==> src/design/psd_pkg.sv <==
package psd_pkg;

    // Field and datapath widths
    localparam int AXIS_W      = 14;
    localparam int TIME_W      = 32;
    localparam int MAG_W       = 14;
    localparam int SUMSQ_W     = 28;
    localparam int REM_W       = 17;
    localparam int COEF_W      = 6;
    localparam int ACC_W       = 22;
    localparam int FILT_W      = 19;
    localparam int SLOPE_W     = 17;
    localparam int DROP_W      = 18;
    localparam int LEVEL_W     = 19;
    localparam int SLOPE_THR_W = 16;
    localparam int RUN_W       = 8;
    localparam int MODE_W      = 2;
    localparam int CNT_W       = 4;

    // Window depths and sequencing
    localparam int FILTER_TAPS       = 9;
    localparam int FILT_DEPTH        = 6;
    localparam int SLOPE_DEPTH       = 5;
    localparam int REFRACTORY        = 8;
    localparam int SQUARE_STEPS      = 3;
    localparam int ROOT_CYCLES       = 7;
    localparam int HISTORY_DEPTH_DEF = 150;

    // Stream and register port widths
    localparam int S_TDATA_W  = 80;
    localparam int M_TDATA_W  = 40;
    localparam int M_PAD_W    = M_TDATA_W - 1 - TIME_W - MODE_W;
    localparam int APB_ADDR_W = 4;
    localparam int APB_DATA_W = 32;

    // Register reset values
    localparam logic [LEVEL_W-1:0]     LEVEL_RST = LEVEL_W'(2000);
    localparam logic [SLOPE_THR_W-1:0] SLOPE_RST = SLOPE_THR_W'(250);
    localparam logic [RUN_W-1:0]       RUN_RST   = RUN_W'(8);
    localparam logic [TIME_W-1:0]      REST_RST  = TIME_W'(5000);

    // Low-pass taps in the order they pass the read point of the rotating
    // magnitude window (newest first, then oldest back toward newest)
    localparam logic [COEF_W-1:0] TAP_COEF [FILTER_TAPS] = '{
        6'd1, 6'd1, 6'd6, 6'd22, 6'd44, 6'd54, 6'd44, 6'd22, 6'd6
    };

    typedef enum logic [1:0] {
        REG_LEVEL = 2'd0,
        REG_SLOPE = 2'd1,
        REG_RUN   = 2'd2,
        REG_REST  = 2'd3
    } reg_idx_t;

    typedef enum logic [MODE_W-1:0] {
        MODE_REST = 2'd0,
        MODE_WALK = 2'd1,
        MODE_RUN  = 2'd2
    } mode_t;

    typedef enum logic [2:0] {
        S_IDLE,
        S_SQUARE,
        S_ROOT,
        S_FILTER,
        S_DECIDE,
        S_EMIT
    } state_t;

    typedef struct packed {
        logic [LEVEL_W-1:0]     level_threshold;
        logic [SLOPE_THR_W-1:0] slope_threshold;
        logic [RUN_W-1:0]       running_threshold;
        logic [TIME_W-1:0]      rest_time_ms;
    } cfg_t;

    typedef struct packed {
        logic             load;
        logic             square;
        logic             root;
        logic             root_last;
        logic             filter;
        logic             filter_last;
        logic             decide;
        logic             emit;
        logic [CNT_W-1:0] cnt;
    } cmd_t;

endpackage

==> src/design/psd_regs.sv <==
module psd_regs (
    input  logic                             aclk,
    input  logic                             aresetn,
    input  logic                             psel,
    input  logic                             penable,
    input  logic                             pwrite,
    input  logic [psd_pkg::APB_ADDR_W-1:0]   paddr,
    input  logic [psd_pkg::APB_DATA_W-1:0]   pwdata,
    output logic [psd_pkg::APB_DATA_W-1:0]   prdata,
    output logic                             pready,
    output psd_pkg::cfg_t                    cfg
);
    import psd_pkg::*;

    cfg_t     cfg_reg;
    reg_idx_t idx;
    logic     wr_en;

    assign pready = 1'b1;
    assign idx    = reg_idx_t'(paddr[3:2]);
    assign wr_en  = psel && penable && pwrite;
    assign cfg    = cfg_reg;

    // register writes, masked to register width
    always_ff @(posedge aclk) begin
        if (!aresetn) begin
            cfg_reg.level_threshold   <= LEVEL_RST;
            cfg_reg.slope_threshold   <= SLOPE_RST;
            cfg_reg.running_threshold <= RUN_RST;
            cfg_reg.rest_time_ms      <= REST_RST;
        end else if (wr_en) begin
            unique case (idx)
                REG_LEVEL: cfg_reg.level_threshold   <= pwdata[LEVEL_W-1:0];
                REG_SLOPE: cfg_reg.slope_threshold   <= pwdata[SLOPE_THR_W-1:0];
                REG_RUN:   cfg_reg.running_threshold <= pwdata[RUN_W-1:0];
                REG_REST:  cfg_reg.rest_time_ms      <= pwdata[TIME_W-1:0];
            endcase
        end
    end

    // read mux
    always_comb begin
        unique case (idx)
            REG_LEVEL: prdata = APB_DATA_W'(cfg_reg.level_threshold);
            REG_SLOPE: prdata = APB_DATA_W'(cfg_reg.slope_threshold);
            REG_RUN:   prdata = APB_DATA_W'(cfg_reg.running_threshold);
            REG_REST:  prdata = APB_DATA_W'(cfg_reg.rest_time_ms);
        endcase
    end

endmodule

==> src/design/psd_datapath.sv <==
module psd_datapath #(
    parameter int HISTORY_DEPTH = psd_pkg::HISTORY_DEPTH_DEF
) (
    input  logic                           aclk,
    input  logic                           aresetn,
    input  psd_pkg::cmd_t                  cmd,
    input  psd_pkg::cfg_t                  cfg,
    input  logic [psd_pkg::S_TDATA_W-1:0]  s_word,
    output logic [psd_pkg::M_TDATA_W-1:0]  m_word
);
    import psd_pkg::*;

    localparam int HIST_CNT_W = $clog2(HISTORY_DEPTH + 1);

    // one restoring square-root digit: brings in two radicand bits
    function automatic logic [REM_W+MAG_W-1:0] root_step(
        input logic [REM_W-1:0] rem,
        input logic [MAG_W-1:0] root,
        input logic [1:0]       pair
    );
        logic [REM_W-1:0] r;
        logic [REM_W-1:0] trial;
        r     = {rem[REM_W-3:0], pair};
        trial = REM_W'({root, 2'b01});
        if (r >= trial) begin
            return {r - trial, root[MAG_W-2:0], 1'b1};
        end else begin
            return {r, root[MAG_W-2:0], 1'b0};
        end
    endfunction

    // sample and working registers
    logic signed [AXIS_W-1:0] ax_reg, ay_reg, az_reg;
    logic [TIME_W-1:0]        now_reg;
    logic [SUMSQ_W-1:0]       rad_reg;
    logic [REM_W-1:0]         rem_reg;
    logic [MAG_W-1:0]         root_reg;
    logic [ACC_W-1:0]         acc_reg;
    logic                     step_reg;
    logic [M_TDATA_W-1:0]     out_reg;

    // detector state
    logic [MAG_W-1:0]          mag_reg   [FILTER_TAPS];
    logic [FILT_W-1:0]         filt_reg  [FILT_DEPTH];
    logic signed [SLOPE_W-1:0] slope_reg [SLOPE_DEPTH];
    logic [HISTORY_DEPTH-1:0]  hist_reg;
    logic [HIST_CNT_W-1:0]     count_reg;
    logic [TIME_W-1:0]         total_reg;
    logic [TIME_W-1:0]         last_reg;

    logic signed [AXIS_W-1:0]    sq_sel;
    logic signed [SUMSQ_W-1:0]   sq_full;
    logic [REM_W+MAG_W-1:0]      st1, st2;
    logic [ACC_W-1:0]            prod, acc_sum;
    logic signed [15:0]          lo_new, lo_old;
    logic signed [SLOPE_W-1:0]   slope_new;
    logic signed [DROP_W-1:0]    drop, drop_thr;
    logic                        sign_chg, level_ok, recent, step_now;
    logic [HIST_CNT_W-1:0]       count_next;
    logic [TIME_W-1:0]           elapsed;
    mode_t                       mode_now;

    // shared squarer, one axis per cycle
    always_comb begin
        case (cmd.cnt[1:0])
            2'd0:    sq_sel = ax_reg;
            2'd1:    sq_sel = ay_reg;
            default: sq_sel = az_reg;
        endcase
    end
    assign sq_full = sq_sel * sq_sel;

    // two root digits per cycle
    assign st1 = root_step(rem_reg, root_reg, rad_reg[SUMSQ_W-1 -: 2]);
    assign st2 = root_step(st1[REM_W+MAG_W-1:MAG_W], st1[MAG_W-1:0],
                           rad_reg[SUMSQ_W-3 -: 2]);

    // filter MAC on the window read point
    assign prod    = ACC_W'(TAP_COEF[cmd.cnt] * mag_reg[0]);
    assign acc_sum = ((cmd.cnt == '0) ? '0 : acc_reg) + prod;

    // slope from the window as it stands before this shift
    assign lo_new    = filt_reg[2][15:0];
    assign lo_old    = filt_reg[4][15:0];
    assign slope_new = SLOPE_W'(lo_new) - SLOPE_W'(lo_old);

    // step decision
    assign sign_chg = (slope_reg[0] < 0 && slope_reg[1] > 0) ||
                      (slope_reg[0] > 0 && slope_reg[1] < 0);
    assign drop     = DROP_W'(slope_reg[4]) - DROP_W'(slope_reg[0]);
    assign drop_thr = $signed({2'b00, cfg.slope_threshold});
    assign level_ok = filt_reg[4] > cfg.level_threshold;
    assign recent   = |hist_reg[REFRACTORY-1:0];
    assign step_now = sign_chg && level_ok && (drop > drop_thr) && !recent;
    assign count_next = count_reg + HIST_CNT_W'(step_now)
                      - HIST_CNT_W'(hist_reg[HISTORY_DEPTH-1]);

    // activity mode from updated state
    assign elapsed = now_reg - last_reg;
    always_comb begin
        if (elapsed > cfg.rest_time_ms) begin
            mode_now = MODE_REST;
        end else if (RUN_W'(count_reg) > cfg.running_threshold) begin
            mode_now = MODE_RUN;
        end else begin
            mode_now = MODE_WALK;
        end
    end

    // windows, history and counters
    always_ff @(posedge aclk) begin
        if (!aresetn) begin
            for (int k = 0; k < FILTER_TAPS; k++) mag_reg[k] <= '0;
            for (int k = 0; k < FILT_DEPTH; k++) filt_reg[k] <= '0;
            for (int k = 0; k < SLOPE_DEPTH; k++) slope_reg[k] <= '0;
            hist_reg  <= '0;
            count_reg <= '0;
            total_reg <= '0;
            last_reg  <= '0;
        end else begin
            if (cmd.root_last) begin
                mag_reg[0] <= st2[MAG_W-1:0];
                for (int k = 1; k < FILTER_TAPS; k++) mag_reg[k] <= mag_reg[k-1];
            end else if (cmd.filter) begin
                // a full turn of nine leaves the window in order
                mag_reg[0] <= mag_reg[FILTER_TAPS-1];
                for (int k = 1; k < FILTER_TAPS; k++) mag_reg[k] <= mag_reg[k-1];
            end
            if (cmd.filter_last) begin
                filt_reg[0]  <= acc_sum[ACC_W-1:3];
                for (int k = 1; k < FILT_DEPTH; k++) filt_reg[k] <= filt_reg[k-1];
                slope_reg[0] <= slope_new;
                for (int k = 1; k < SLOPE_DEPTH; k++) slope_reg[k] <= slope_reg[k-1];
            end
            if (cmd.decide) begin
                hist_reg  <= {hist_reg[HISTORY_DEPTH-2:0], step_now};
                count_reg <= count_next;
                if (step_now) begin
                    total_reg <= total_reg + TIME_W'(1);
                    last_reg  <= now_reg;
                end
            end
        end
    end

    // sample capture, square, root, MAC and result word
    always_ff @(posedge aclk) begin
        if (cmd.load) begin
            ax_reg   <= s_word[AXIS_W-1:0];
            ay_reg   <= s_word[2*AXIS_W-1:AXIS_W];
            az_reg   <= s_word[3*AXIS_W-1:2*AXIS_W];
            now_reg  <= s_word[3*AXIS_W+TIME_W-1:3*AXIS_W];
            rad_reg  <= '0;
            rem_reg  <= '0;
            root_reg <= '0;
        end
        if (cmd.square) begin
            rad_reg <= rad_reg + $unsigned(sq_full);
        end
        if (cmd.root) begin
            rad_reg  <= rad_reg << 4;
            rem_reg  <= st2[REM_W+MAG_W-1:MAG_W];
            root_reg <= st2[MAG_W-1:0];
        end
        if (cmd.filter) begin
            acc_reg <= acc_sum;
        end
        if (cmd.decide) begin
            step_reg <= step_now;
        end
        if (cmd.emit) begin
            out_reg <= {M_PAD_W'(0), mode_now, total_reg, step_reg};
        end
    end

    assign m_word = out_reg;

endmodule

==> src/design/psd_ctrl.sv <==
module psd_ctrl (
    input  logic          aclk,
    input  logic          aresetn,
    input  logic          s_tvalid,
    output logic          s_tready,
    output logic          m_tvalid,
    input  logic          m_tready,
    output psd_pkg::cmd_t cmd
);
    import psd_pkg::*;

    state_t           state_reg, state_next;
    logic [CNT_W-1:0] cnt_reg, cnt_next;
    logic             valid_reg, valid_next;

    // state register
    always_ff @(posedge aclk) begin
        if (!aresetn) begin
            state_reg <= S_IDLE;
            cnt_reg   <= '0;
            valid_reg <= 1'b0;
        end else begin
            state_reg <= state_next;
            cnt_reg   <= cnt_next;
            valid_reg <= valid_next;
        end
    end

    // sequencing of load, square, root, filter, decision and result phases
    always_comb begin
        state_next = state_reg;
        cnt_next   = cnt_reg;
        valid_next = valid_reg;
        cmd        = '0;
        cmd.cnt    = cnt_reg;
        if (m_tready) valid_next = 1'b0;
        unique case (state_reg)
            S_IDLE: begin
                if (s_tvalid) begin
                    cmd.load   = 1'b1;
                    cnt_next   = '0;
                    state_next = S_SQUARE;
                end
            end
            S_SQUARE: begin
                cmd.square = 1'b1;
                if (cnt_reg == CNT_W'(SQUARE_STEPS - 1)) begin
                    cnt_next   = '0;
                    state_next = S_ROOT;
                end else begin
                    cnt_next = cnt_reg + CNT_W'(1);
                end
            end
            S_ROOT: begin
                cmd.root = 1'b1;
                if (cnt_reg == CNT_W'(ROOT_CYCLES - 1)) begin
                    cmd.root_last = 1'b1;
                    cnt_next      = '0;
                    state_next    = S_FILTER;
                end else begin
                    cnt_next = cnt_reg + CNT_W'(1);
                end
            end
            S_FILTER: begin
                cmd.filter = 1'b1;
                if (cnt_reg == CNT_W'(FILTER_TAPS - 1)) begin
                    cmd.filter_last = 1'b1;
                    cnt_next        = '0;
                    state_next      = S_DECIDE;
                end else begin
                    cnt_next = cnt_reg + CNT_W'(1);
                end
            end
            S_DECIDE: begin
                cmd.decide = 1'b1;
                state_next = S_EMIT;
            end
            S_EMIT: begin
                // load the result word once the output slot is free
                if (!valid_reg || m_tready) begin
                    cmd.emit   = 1'b1;
                    valid_next = 1'b1;
                    state_next = S_IDLE;
                end
            end
        endcase
    end

    assign s_tready = (state_reg == S_IDLE);
    assign m_tvalid = valid_reg;

`ifndef SYNTHESIS
    a_busy_after_accept: assert property (@(posedge aclk) disable iff (!aresetn)
        (s_tvalid && s_tready) |=> !s_tready)
        else $error("input accepted again right after a word");

    a_result_from_emit: assert property (@(posedge aclk) disable iff (!aresetn)
        $rose(m_tvalid) |-> $past(state_reg == S_EMIT))
        else $error("result valid raised outside the result phase");

    a_no_overwrite: assert property (@(posedge aclk) disable iff (!aresetn)
        (state_reg == S_EMIT && m_tvalid && !m_tready) |=> state_reg == S_EMIT)
        else $error("pending result would be overwritten");

    a_filter_count: assert property (@(posedge aclk) disable iff (!aresetn)
        (state_reg == S_FILTER) |-> (cnt_reg < CNT_W'(FILTER_TAPS)))
        else $error("filter tap counter out of range");
`endif

endmodule

==> src/design/pedometer_step_detector_core.sv <==
// Step detector for a three-axis accelerometer. Each input word carries one
// sample and a millisecond timestamp; each yields exactly one result word
// with the step flag, the running step total and the rest/walk/run mode.
// A sample passes from acceptance to its result through an accept state,
// the shared 14x14 squarer, the square-root unit (two digits per cycle),
// the single low-pass multiply-accumulate, a decision state and the load
// of the output register. The next sample is accepted as soon as the
// result is loaded, even while that result still waits on m_axis_tready;
// a result waits in the last phase only while the previous one is still
// held. All detector state is cleared by reset; no clearing pass is needed.
// The user must write registers over the APB port only while no sample is
// in flight; the block itself does not enforce it.
module pedometer_step_detector_core #(
    parameter int HISTORY_DEPTH = psd_pkg::HISTORY_DEPTH_DEF
) (
    input  logic                            aclk,
    input  logic                            aresetn,
    // axis_x [13:0], axis_y [27:14], axis_z [41:28], now_ms [73:42]
    input  logic [psd_pkg::S_TDATA_W-1:0]   s_axis_tdata,
    input  logic                            s_axis_tvalid,
    output logic                            s_axis_tready,
    // step_seen [0], step_total [32:1], activity_mode [34:33]
    output logic [psd_pkg::M_TDATA_W-1:0]   m_axis_tdata,
    output logic                            m_axis_tvalid,
    input  logic                            m_axis_tready,
    input  logic                            psel,
    input  logic                            penable,
    input  logic                            pwrite,
    input  logic [psd_pkg::APB_ADDR_W-1:0]  paddr,
    input  logic [psd_pkg::APB_DATA_W-1:0]  pwdata,
    output logic [psd_pkg::APB_DATA_W-1:0]  prdata,
    output logic                            pready
);
    import psd_pkg::*;

    cfg_t cfg;
    cmd_t cmd;

    // configuration registers
    psd_regs u_regs (
        .aclk    (aclk),
        .aresetn (aresetn),
        .psel    (psel),
        .penable (penable),
        .pwrite  (pwrite),
        .paddr   (paddr),
        .pwdata  (pwdata),
        .prdata  (prdata),
        .pready  (pready),
        .cfg     (cfg)
    );

    // phase sequencer
    psd_ctrl u_ctrl (
        .aclk     (aclk),
        .aresetn  (aresetn),
        .s_tvalid (s_axis_tvalid),
        .s_tready (s_axis_tready),
        .m_tvalid (m_axis_tvalid),
        .m_tready (m_axis_tready),
        .cmd      (cmd)
    );

    // arithmetic and detector state
    psd_datapath #(
        .HISTORY_DEPTH (HISTORY_DEPTH)
    ) u_datapath (
        .aclk    (aclk),
        .aresetn (aresetn),
        .cmd     (cmd),
        .cfg     (cfg),
        .s_word  (s_axis_tdata),
        .m_word  (m_axis_tdata)
    );

endmodule
==> config.mk <==
export PLATFORM = sky130hd
export DESIGN_NAME = pedometer_step_detector_core
export DESIGN_NICKNAME = d
export VERILOG_FILES = /design/src/design/psd_pkg.sv /design/src/design/psd_regs.sv /design/src/design/psd_datapath.sv /design/src/design/psd_ctrl.sv /design/src/design/pedometer_step_detector_core.sv
export SDC_FILE = /design/constraint.sdc
export NUM_CORES = 2
export LEC_CHECK = 0
export BUFFER_PORTS_ARGS = -buffer_cell sky130_fd_sc_hd__buf_2
export CORE_MARGIN = 10
export CORE_UTILIZATION = 50
export DETAILED_ROUTE_END_ITERATION = 6
export PLACE_DENSITY_LB_ADDON = 0.2
export SLEW_MARGIN = 20
export SYNTH_ARGS = -nofsm -noshare
export SYNTH_HDL_FRONTEND = slang
export SYNTH_SLANG_ARGS = --single-unit
==> constraint.sdc <==
create_clock -name aclk -period 26.8 [get_ports aclk]
set_input_delay 5.36 -clock aclk [delete_from_list [all_inputs] [get_ports aclk]]
set_output_delay 5.36 -clock aclk [all_outputs]
set_load 0.01 [all_outputs]
Word-level counts from Yosys, hierarchy flattened
Memories as Yosys holds them, arrays and structs flattened.
Index checks and enable logic that the tools add are counted.
- reduce and logical (&&, ||, !) cells: 27
- multiplexer cells: 79
- $add $sub $neg: 11
- equal/unequal tests: 17
- bitwise operators: 30
- magnitude comparators: 11
- multiply operators: 2
- operator list (kind ; number):
    14-bit two-way mux ; 20
    32-bit case mux with 4 select lines ; 1
    19-bit two-way mux ; 6
    17-bit two-way mux ; 5
    28-bit two-way mux ; 3
    29-bit two-way mux ; 2
    17-bit by 16-bit greater-or-equal comparator with 1-bit output ; 2
    17-bit by 1-bit greater-than comparator with 1-bit output (second input constant) ; 2
    17-bit by 1-bit less-than comparator with 1-bit output (second input constant) ; 2
    32-bit by 1-bit adder with 32-bit output (second input constant) ; 1
    32-bit greater-than comparator ; 1
    32-bit subtractor ; 1
    15-bit two-way mux ; 2
    15-bit subtractor ; 2
    1-bit OR ; 29
    28-bit adder ; 1
    14-bit by 14-bit multiplier with 28-bit output ; 1
    14-bit case mux with 2 select lines ; 1
    22-bit by 20-bit adder with 22-bit output ; 1
    1-bit two-way mux ; 22
    22-bit two-way mux ; 1
    6-bit by 14-bit multiplier with 20-bit output ; 1
    19-bit greater-than comparator ; 1
    18-bit by 17-bit greater-than comparator with 1-bit output ; 1
    other kinds (36) ; 68
- bits in writable memories: 325
- memories kept: 4
- ROM bits: 96
- word-level logic and storage cells: 204
- input port bits: 123
- output and inout bits: 75
- flip-flop bits (word level): 494
- memory list (name ; words ; width ; rd ports ; clocked after Yosys merged registers in ; wr ports ; line ; RTL):
    u_datapath.mag_reg ; 9 ; 14 ; 9 ; 0 ; 9 ; psd_datapath.sv:43 ; logic [MAG_W-1:0] mag_reg [FILTER_TAPS];
    u_datapath.filt_reg ; 6 ; 19 ; 5 ; 0 ; 6 ; psd_datapath.sv:44 ; logic [FILT_W-1:0] filt_reg [FILT_DEPTH];
    (name not given) ; 16 ; 6 ; 1 ; 0 ; 0 ; psd_datapath.sv:79 ; assign prod = ACC_W'(TAP_COEF[cmd.cnt] * mag_reg[0]);
    u_datapath.slope_reg ; 5 ; 17 ; 5 ; 0 ; 5 ; psd_datapath.sv:45 ; logic signed [SLOPE_W-1:0] slope_reg [SLOPE_DEPTH];

Depth between registers and ports, before layout
An unclocked memory read counts as a cell.
- word-level depth: 9
- gate-level depth with buffers: 32
- gate-level depth less buffers: 31

By module
Synthesis repeated with hierarchy kept, for this count alone.
- cells, all modules: 4590
- area, all modules: 48411.4 µm²
- modules (own cells, without submodules) (module ; area an instance (µm²) ; instances ; sequential area each (µm²) ; cells an instance):
    psd_datapath ; 44313.8 ; 1 ; 19268.5 ; 4142
    psd_regs ; 3430.8 ; 1 ; 1501.4 ; 367
    psd_ctrl ; 666.9 ; 1 ; 160.2 ; 81

Worst setup path before layout
No wires, ideal clock.
- kind: register to register
- start point: reg u_ctrl.cnt_reg[0]
- end point: mem u_datapath.filt_reg[0][0], enable pin
- library setup time: 969 ps
- period minus slack after synthesis: 14533 ps
- cell stages (with the launch flop): 6
- arrival time: 13563 ps
- buffers on the path: 1
- path slack: 12267 ps
- path through: dfxtp_1 -> inv_1 -> ha_1 -> clkbuf_1 -> nand3b_1 -> o21ai_0
- RTL lines (what ; line ; RTL):
    from (decl) ; psd_ctrl.sv:13 ; logic [CNT_W-1:0] cnt_reg, cnt_next;
    from (signal assigned) ; psd_ctrl.sv:24 ; cnt_reg <= cnt_next;
    to (decl) ; psd_datapath.sv:44 ;

Worst setup path after layout
- start point: in paddr[2] in the netlist's numbering
- end point: out prdata[10] in the netlist's numbering
- word-level cells in the longest chain between the ends: 2
- ends and longest elaborated chain (what ; line ; RTL):
    from (decl) ; pedometer_step_detector_core.sv:29 ; input logic [psd_pkg::APB_ADDR_W-1:0] paddr,
    2-bit equality test, or another cell as far along ; psd_regs.sv:43 ; unique case (idx)
    32-bit case mux with 4 select lines (*) ; psd_regs.sv:43 ;
    to (decl) ; pedometer_step_detector_core.sv:31 ; output logic [psd_pkg::APB_DATA_W-1:0] prdata,
Every way passes the cells marked *; elsewhere a longest branch is shown, timed or not.

==> out/metrics.yaml <==
timing.critical_path.cells: "buf_2 -> and2_1 -> nand2_1 -> o21ai_0 -> buf_2"
cts-htree-levels: 3
routed_wl_um: 99500
timing.hold.worst.start: "u_datapath.step_reg$_DFFE_PP_"
clk_pin_slew_worst_paths_ps: 60
fp.dieH_um: 328
clock_period_minus_final_worst_setup_slack_ps: 12400
met3_length_um: 4450
final_count_of_hold_timing_violations: 0
synth_enable_flop_cells: 491
cts.path.max_buffers: 3
top_layer_used: "met4"
clock_latency_ps: 680
r2r_setup_slack_ps: 17480
drt-wirelength-per-cell_um: 16.0
gate_count_post_synth: 4757
syn_area_um2: 47500
port_buffers: 183
nets_finish: 5595
yosys.cell_types.count: 86
critical_path.startpoint_type: "input pin"
flip_flop_count_of_the_largest_register_after_layout: 150
holdWs_ps: 420
cts.repair_timing.setup_buffer_count: 0
tritoncts.num_buffers: 86
worst_margin_pin_slew_ps: 1160
crit_path_frequent_cell: "buf_2"
gp_congestion: 0.894
fin_skew_ps: 27.9
num_io_pins: 198
worstHoldPathCells: 0
final_core_utilization: 0.555
tritoncts: "built"
type_of_destination_of_the_critical_path: "output pin"
crit_path_max_fanout: 35
required_ps: 21440
cpMaxStageDelayCell: "buf_2"
seq_area_frac_synth: 0.440
drtAntennaViolNets: 0
layout_worst_path_cycle_share: 0.463
cts-hold-fix-buffers: 0
postSynthRegisterBits: 800
rows: 113
cts_num_sinks: 800
drive_gt1_frac: 0.0818
postSynth.asyncResetShare: 0
timing.reg2reg.worst_path_depth: 28
place.detailed.hpwl_um: 71900
class_of_the_most_critical_hold_timing_path: "reg -> reg"
timing_worst_setup_path_type: "in -> out"
critical_path.reg2reg.startpoint: "u_ctrl.cnt_reg[1]$_SDFFE_PN0P_"
detailroute.via_count: 32400
timing.max_cap.violations: 0
rsz0062_at_grt: "no"
worst_slew_margin: 0.226
critPathMaxStageDelay_ps: 620
postLayoutCellArea_um2: 52600
fin_setup_tns_ps: 0
drcViolationCount: 0
wl_met2_um: 46200
setup_viol: 0
synth.cells.most_frequent: "nand2_1 (771), inv_1 (602), edfxtp_1 (491)"
placed_instance_area_um2: 49700
firstDrtPassIters: 6
path_delay_family: "buffers and inverters"
final_max_slew_viol_count: 0
detailedRoute.firstIterationViolations: 2105
synth_top_area_frac: 0.310
grt_overflow_total: 0
die_width_um: 328
flow.area_growth_from_synthesis_pct: 10.5
antenna_violations_before_repair: 2
grt_start_max_net_pins: 181
run_status: "finished clean"
clockRootBuffer: "clkbuf_16"
timing.critical_path.depth: 5
cts.repair.resized: 0
synth_largest_area_cell: "edfxtp_1"
critical_path_arrival_ps: 7040
syn_avg_cell_area_um2: 10.0
vias_in_the_first_global_route: 31300
wirelength_met1_um: 46600
worst-path-buf-inv: 2
die_area_um2: 108000
initial_core_util: 0.502
yosys.cell_count.top_type: "nand2_1"
most_instantiated_flip_flop_cell_in_the_synthesis_netlist: "edfxtp_1"
synth_top_cells_by_area: "edfxtp_1 (31%), dfxtp_1 (13%), fa_1 (12%)"
design.core.area_um2: 94700
avgViaCountPerCell: 5.21
grt_pass1_wl_um: 162000
yosys_warnings: 0
achievable-frequency_ghz: 0.0806
critPathLaunch: "paddr[2]"
gr-usage-all-layers: 0.182
## stage by stage
stage               std cells  setup slack, ps
floorplan                4761            12270
global placement         6056            14380
detailed placement       6056            14380
CTS                      6214            14390
global route             6216            14250
finish                   6216            14400
## worst paths after layout
check                                     end
min reg2reg    u_datapath.m_word[0]$_DFFE_PP_
min            u_datapath.m_word[0]$_DFFE_PP_
max reg2reg  u_datapath.rad_reg[24]$_DFFE_PP_
max                                prdata[10]
## metal layers
layer  track usage  up-vias
met5             0        -
met3        0.0286      147
met2         0.295      587
li1              -    16000
met4        0.0464        0
met1         0.254    15600
## area by class of cell
type | count | area (µm²)
fillers | 8338 | 42200
multi-input cells | 3167 | 23700
flip-flops and latches | 800 | 20900
clock buffers | 115 | 2400
inverters | 608 | 2290
well taps | 1265 | 1580
repair buffers | 216 | 1180
clock inverters | 43 | 488
diodes | 2 | 5.00
## cells in the final DEF (no fill, tap or decap), types with 16 or more instances in the layout
cell type and instances:
a22o_1 21, xor2_1 49, and3_1 36, dfxtp_1 309, and2_1 296, o31ai_1 19, buf_2 183, nand2_1 770
clkbuf_1 16, fa_1 277, clkinv_2 16, clkbuf_16 88, buf_4 31, nor3_1 34, nand4_1 36, o21a_1 24
mux2i_1 38, inv_1 600, o211ai_1 25, a21o_1 76, a21oi_1 383, ha_1 316, o21ai_0 126, nand2b_1 49
nand3_1 43, nor2b_1 32, xnor2_1 90, edfxtp_1 491, nor2_1 222
## kinds of logic after synthesis
| group | synth area share |
|---|---|
| AOI/OAI and AO/OA | 0.102 |
| xor gates and xnor gates | 0.0256 |
| adders and majority gates | 0.200 |
| buffers and inverters | 0.0638 |
| DFF | 0.440 |
| muxes | 0.0123 |
| other | 0.000158 |
| and+or+nand+nor | 0.156 |
Power is left out: the tool's default activity adds up to more than one toggle a clock period on the data nets, which glitch-free logic cannot reach.
